File: src/rtl/core/lspfs_ram.sv
// ----------------------------------------------------------------------------
// lspfs_ram
// Generic single-write, single-read RAM with a registered read port.
// ----------------------------------------------------------------------------
module lspfs_ram #(
    parameter int WIDTH = 24,
    parameter int DEPTH = 128,
    parameter int ADDR_W = (DEPTH > 1) ? $clog2(DEPTH) : 1
) (
    input  logic              clk,
    input  logic              wr_en,
    input  logic [ADDR_W-1:0] wr_addr,
    input  logic [WIDTH-1:0]  wr_data,
    input  logic              rd_en,
    input  logic [ADDR_W-1:0] rd_addr,
    output logic [WIDTH-1:0]  rd_data
);

    logic [WIDTH-1:0] mem_reg [DEPTH];
    logic [WIDTH-1:0] rd_data_reg;

    always_ff @(posedge clk)
    begin
        if (wr_en)
        begin
            mem_reg[wr_addr] <= wr_data;
        end
        if (rd_en)
        begin
            rd_data_reg <= mem_reg[rd_addr];
        end
    end

    assign rd_data = rd_data_reg;

endmodule

File: config.mk
export PLATFORM = sky130hd
export DESIGN_NAME = lspfs_ram
export DESIGN_NICKNAME = d
export VERILOG_FILES = /design/src/rtl/core/lspfs_ram.sv
export SDC_FILE = /design/constraint.sdc
export NUM_CORES = 2
export LEC_CHECK = 0
export BUFFER_PORTS_ARGS = -buffer_cell sky130_fd_sc_hd__buf_2
export CORE_AREA = 4 4 548 550
export DETAILED_ROUTE_END_ITERATION = 10
export DIE_AREA = 0 0 552 554
export PLACE_DENSITY = 0.63
export SLEW_MARGIN = 5
export SYNTH_ARGS = -nofsm -noshare
export SYNTH_HDL_FRONTEND = slang
export SYNTH_SLANG_ARGS = --single-unit
File: constraint.sdc
create_clock -name clk -period 3.71 [get_ports clk]
set_input_delay 0.742 -clock clk [delete_from_list [all_inputs] [get_ports clk]]
set_output_delay 0.742 -clock clk [all_outputs]
set_load 0.1 [all_outputs]
==> flow_summary.html <==
<table>
<tr><th>Metric</th><th>Value</th></tr>
<tr><th colspan="2">Status</th></tr>
<tr><td>Status</td><td>finished clean</td></tr>
<tr><th colspan="2">Layout</th></tr>
<tr><td>Non-filler cells, final</td><td>9274</td></tr>
<tr><td>Filler cell count in the final layout</td><td>23734</td></tr>
<tr><td>Fraction of layout instances using a drive strength above 1</td><td>38.77%</td></tr>
<tr><td>Flip-flop count of the largest register after layout</td><td>3072</td></tr>
<tr><td>Layout net count</td><td>5128</td></tr>
<tr><td>Seq. cell area</td><td>0.09297 mm2</td></tr>
<tr><td>Area Growth Syn to Fin</td><td>16.75%</td></tr>
<tr><td>Area of combinational cells with multiple inputs</td><td>0.02451 mm2</td></tr>
<tr><th colspan="2">STA</th></tr>
<tr><td>Setup repair after global routing missed its margin</td><td>no</td></tr>
<tr><td>Slew at the pin closest to its max-slew limit</td><td>1293 ps</td></tr>
<tr><td>Final number of setup-violating endpoints</td><td>0</td></tr>
<tr><td>Relative max-transition margin</td><td>13.77%</td></tr>
<tr><td>Final worst path period need</td><td>3096 ps</td></tr>
<tr><td>Number of failing hold endpoints at the final stage</td><td>0</td></tr>
<tr><td>Worst hold slack</td><td>226.2 ps</td></tr>
<tr><td>Clk_skew</td><td>31.26 ps</td></tr>
<tr><td>Tcrit/Tclk final</td><td>83.45%</td></tr>
<tr><td>F_max</td><td>323.0 MHz</td></tr>
<tr><td>Final-report max-slew violation count</td><td>0</td></tr>
<tr><th colspan="2">Synthesis</th></tr>
<tr><td>Cell types occupying the most area after synthesis</td><td>sky130_fd_sc_hd__edfxtp_1 79%, sky130_fd_sc_hd__mux4_2 19%, sky130_fd_sc_hd__clkbuf_1 0.48%</td></tr>
<tr><td>Synthesized area divided by synthesized cell count</td><td>25.92 um2</td></tr>
<tr><td>Flip-flop cell with the highest count after synthesis</td><td>sky130_fd_sc_hd__edfxtp_1</td></tr>
<tr><td>EDFF count, synth</td><td>3096</td></tr>
<tr><td>Post-Synthesis Cells</td><td>4538</td></tr>
<tr><td>Leading cell types by count after synthesis</td><td>3096 x sky130_fd_sc_hd__edfxtp_1, 1008 x sky130_fd_sc_hd__mux4_2, 151 x sky130_fd_sc_hd__clkbuf_1</td></tr>
<tr><td>Synthesized Nets</td><td>4579</td></tr>
<tr><td>Flip-flop and latch count after synthesis</td><td>3096</td></tr>
<tr><td>Area leader, netlist</td><td>sky130_fd_sc_hd__edfxtp_1</td></tr>
<tr><td>Most repeated cell in the gate-level netlist after synthesis</td><td>sky130_fd_sc_hd__edfxtp_1</td></tr>
<tr><td>Netlist cell types</td><td>15</td></tr>
<tr><td>Async set or reset register ratio after synthesis</td><td>0%</td></tr>
<tr><td>Count of warnings emitted by yosys</td><td>0</td></tr>
<tr><td>Sequential-to-total area share from yosys stat</td><td>79.04%</td></tr>
<tr><td>Area share of the largest cell type after synthesis</td><td>79.04%</td></tr>
<tr><td>Post-Syn Area</td><td>0.1176 mm2</td></tr>
<tr><th colspan="2">Clock tree</th></tr>
<tr><td>Clock tree from TritonCTS</td><td>yes</td></tr>
<tr><td>Number of buffers inserted during clock tree synthesis</td><td>315</td></tr>
<tr><td>Post-CTS setup buffers</td><td>0</td></tr>
<tr><td>CTS Root Buffer Type</td><td>sky130_fd_sc_hd__clkbuf_16</td></tr>
<tr><td>Clock insertion delay at the later pin of the skew report</td><td>870 ps</td></tr>
<tr><td>Number of clock sinks</td><td>3096</td></tr>
<tr><td>CTS H-tree lvls</td><td>5</td></tr>
<tr><td>Gates resized, CTS repair</td><td>0</td></tr>
<tr><td>Clock Pin Slew Worst Setup and Hold Paths</td><td>60 ps</td></tr>
<tr><td>Number of hold buffers added after CTS</td><td>0</td></tr>
<tr><td>Maximum number of buffers from clock root to sink</td><td>4</td></tr>
<tr><th colspan="2">Hold path</th></tr>
<tr><td>Classification of the worst-slack hold path</td><td>primary input to flip-flop</td></tr>
<tr><th colspan="2">GRT</th></tr>
<tr><td>Remaining global-route overflow</td><td>0</td></tr>
<tr><td>Maximum number of pins on one net before global-route repair</td><td>116</td></tr>
<tr><td>Overall Global Routing Usage</td><td>19.23%</td></tr>
<tr><td>Vias in the first global route</td><td>54716</td></tr>
<tr><td>Antenna violations before repair</td><td>47</td></tr>
<tr><td>Global-route wire length before repair</td><td>420.6 mm</td></tr>
<tr><th colspan="2">Place</th></tr>
<tr><td>Port Buf Inserts</td><td>64</td></tr>
<tr><td>Final RePlAce weighted congestion</td><td>0.7731</td></tr>
<tr><td>Detailed placer's ending HPWL</td><td>170.7 mm</td></tr>
<tr><td>Cells after DPL</td><td>8709</td></tr>
<tr><th colspan="2">Job</th></tr>
<tr><td>Max-cap check violation count</td><td>0</td></tr>
<tr><th colspan="2">Floorplanning</th></tr>
<tr><td>Number of ports placed on the die boundary</td><td>65</td></tr>
<tr><td>Vert. Die Dim</td><td>554 um</td></tr>
<tr><td>X dimension of the die</td><td>552 um</td></tr>
<tr><td>Floorplan Core Area</td><td>0.2958 mm2</td></tr>
<tr><td>Count of standard-cell rows</td><td>200</td></tr>
<tr><td>Die area</td><td>0.3058 mm2</td></tr>
<tr><td>Starting Density</td><td>39.77%</td></tr>
<tr><th colspan="2">Detailed routing</th></tr>
<tr><td>Wire length per cell after detailed routing</td><td>31.95 um</td></tr>
<tr><td>Average vias per placed instance</td><td>5.748</td></tr>
<tr><td>Antenna Nets Post-Route</td><td>0</td></tr>
<tr><td>Total routed wirelength</td><td>296.3 mm</td></tr>
<tr><td>Drt first-iter violations</td><td>7045</td></tr>
<tr><td>Vias after detailed routing</td><td>53304</td></tr>
<tr><td>Drt pass-1 iters</td><td>5</td></tr>
<tr><td>DRC Markers</td><td>0</td></tr>
<tr><th colspan="2">Pwr</th></tr>
<tr><td>Highest ir drop seen on vdd</td><td>0.0003874 V</td></tr>
<tr><td>Leakage power figure</td><td>42.13 nW</td></tr>
<tr><td>Ratio of total power to cell area</td><td>534.6 mW/mm2</td></tr>
<tr><th colspan="2">Critical path</th></tr>
<tr><td>Crit path arrival time</td><td>3700 ps</td></tr>
<tr><td>Maximum fanout along the worst path</td><td>13</td></tr>
<tr><td>Cell breakdown of the critical path</td><td>buf_12 &gt; buf_12 &gt; buf_4 &gt; buf_4 &gt; mux4_2 &gt; mux4_2 &gt; mux4_2 &gt; mux2_2</td></tr>
<tr><td>Kind of critical path</td><td>primary input to flip-flop</td></tr>
<tr><td>CP peak stage delay</td><td>630 ps</td></tr>
<tr><td>Worst path most repeated cell</td><td>sky130_fd_sc_hd__mux4_2</td></tr>
<tr><td>Master of the slowest instance on the critical path</td><td>sky130_fd_sc_hd__mux4_2</td></tr>
<tr><td>Kind of capture point of the worst setup path</td><td>flip-flop</td></tr>
<tr><td>Data required, critical path</td><td>4320 ps</td></tr>
<tr><td>Launching element type of the critical path</td><td>primary input</td></tr>
</table>
==> per-stage QoR <==
| step | setup WS, ps | TNS [ps] | instance area (um2) | util (%) | total power [mW] |
|---|---|---|---|---|---|
| 3_3_place_gp | -267.0 | -2429 | 127400 | 43.08 | 43.52 |
| 5_1_grt | 601.2 | 0 | 137300 | 46.42 | 75.69 |
| 2_1_floorplan | 191.6 | 0 | 117600 | - | 41.54 |
| 6_report | 614.1 | 0 | 137300 | 46.43 | 73.41 |
| 3_5_place_dp | -256.4 | -2279 | 127400 | 43.08 | 43.59 |
| 4_1_cts | 676.5 | 0 | 137300 | 46.42 | 74.01 |
==> cell type report <==
class | count | share of cell area [%]
antenna | 11 | 0.02005
clock buffer | 383 | 6.112
clock inverter | 171 | 1.075
multi-input combinational | 1202 | 17.85
sequential | 3096 | 67.70
tap | 3939 | 3.589
timing repair buffer | 472 | 3.654
==> worst paths after layout <==
path	startpoint	to	slack [ps]	cells after the start
min reg2reg	mem_reg[62][2]$_DFFE_PP_	rd_data[2]$_DFFE_PP_	1210	4
min	wr_data[2]	mem_reg[2][2]$_DFFE_PP_	230	1
max reg2reg	mem_reg[21][5]$_DFFE_PP_	rd_data[5]$_DFFE_PP_	980	4
max	rd_addr[0]	rd_data[19]$_DFFE_PP_	610	8
==> layer usage <==
layer	global-route usage (%)	share of wire, %	up-vias
met5	0	0.016	-
met4	4.662	2.2	8
met3	3.818	9.0	381
met2	31.22	49	2475
met1	26.98	39	29349
li1	-	-	21091
==> logic make-up (layout without fill, tap and decap cells) <==
logic type             count (synthesis)  count (layout)  synth area share (%)
multiplexers                        1032            1032                 19.53
other                                  0              11                     0
buffers and inverters                240            1026                0.8361
AND/OR/NAND/NOR                      170             170                0.5925
flip-flops                          3096            3096                 79.04
==> report_power, final <==
group | switching [mW] | internal (mW)
clock | 12.9 | 17.7
sequential | 0.0759 | 38.7
combinational | 2.43 | 1.62
==> worst max-delay path, delay by kind of cell <==
kind                   cells  cell delay (ps)
multiplexers               4             2060
buffers and inverters      4              780
==> cells in the final DEF (no fill, tap or decap) <==
master / instances
sky130_fd_sc_hd__edfxtp_1: 3096
sky130_fd_sc_hd__mux4_2: 1008
sky130_fd_sc_hd__clkbuf_16: 327
sky130_fd_sc_hd__buf_4: 311
sky130_fd_sc_hd__buf_12: 123
sky130_fd_sc_hd__nor2_4: 95
sky130_fd_sc_hd__clkinv_1: 70
sky130_fd_sc_hd__clkbuf_1: 56
sky130_fd_sc_hd__clkinv_2: 46
sky130_fd_sc_hd__buf_2: 35
sky130_fd_sc_hd__mux2_2: 24
sky130_fd_sc_hd__nor2_2: 24
sky130_fd_sc_hd__bufinv_16: 23
sky130_fd_sc_hd__clkinvlp_4: 17
sky130_fd_sc_hd__nand2_1: 14
sky130_fd_sc_hd__diode_2: 11
sky130_fd_sc_hd__inv_6: 10
sky130_fd_sc_hd__nor3_2: 9
sky130_fd_sc_hd__nand3_1: 8
sky130_fd_sc_hd__nor2b_1: 7
sky130_fd_sc_hd__nand3_2: 4
sky130_fd_sc_hd__nor2_1: 3
sky130_fd_sc_hd__nand4_1: 3
sky130_fd_sc_hd__clkinv_8: 3
sky130_fd_sc_hd__buf_8: 3
sky130_fd_sc_hd__nand2b_1: 2
sky130_fd_sc_hd__or3_1: 1
sky130_fd_sc_hd__inv_16: 1
sky130_fd_sc_hd__clkinv_4: 1
No activity file was read; power rests on OpenSTA's default activity.
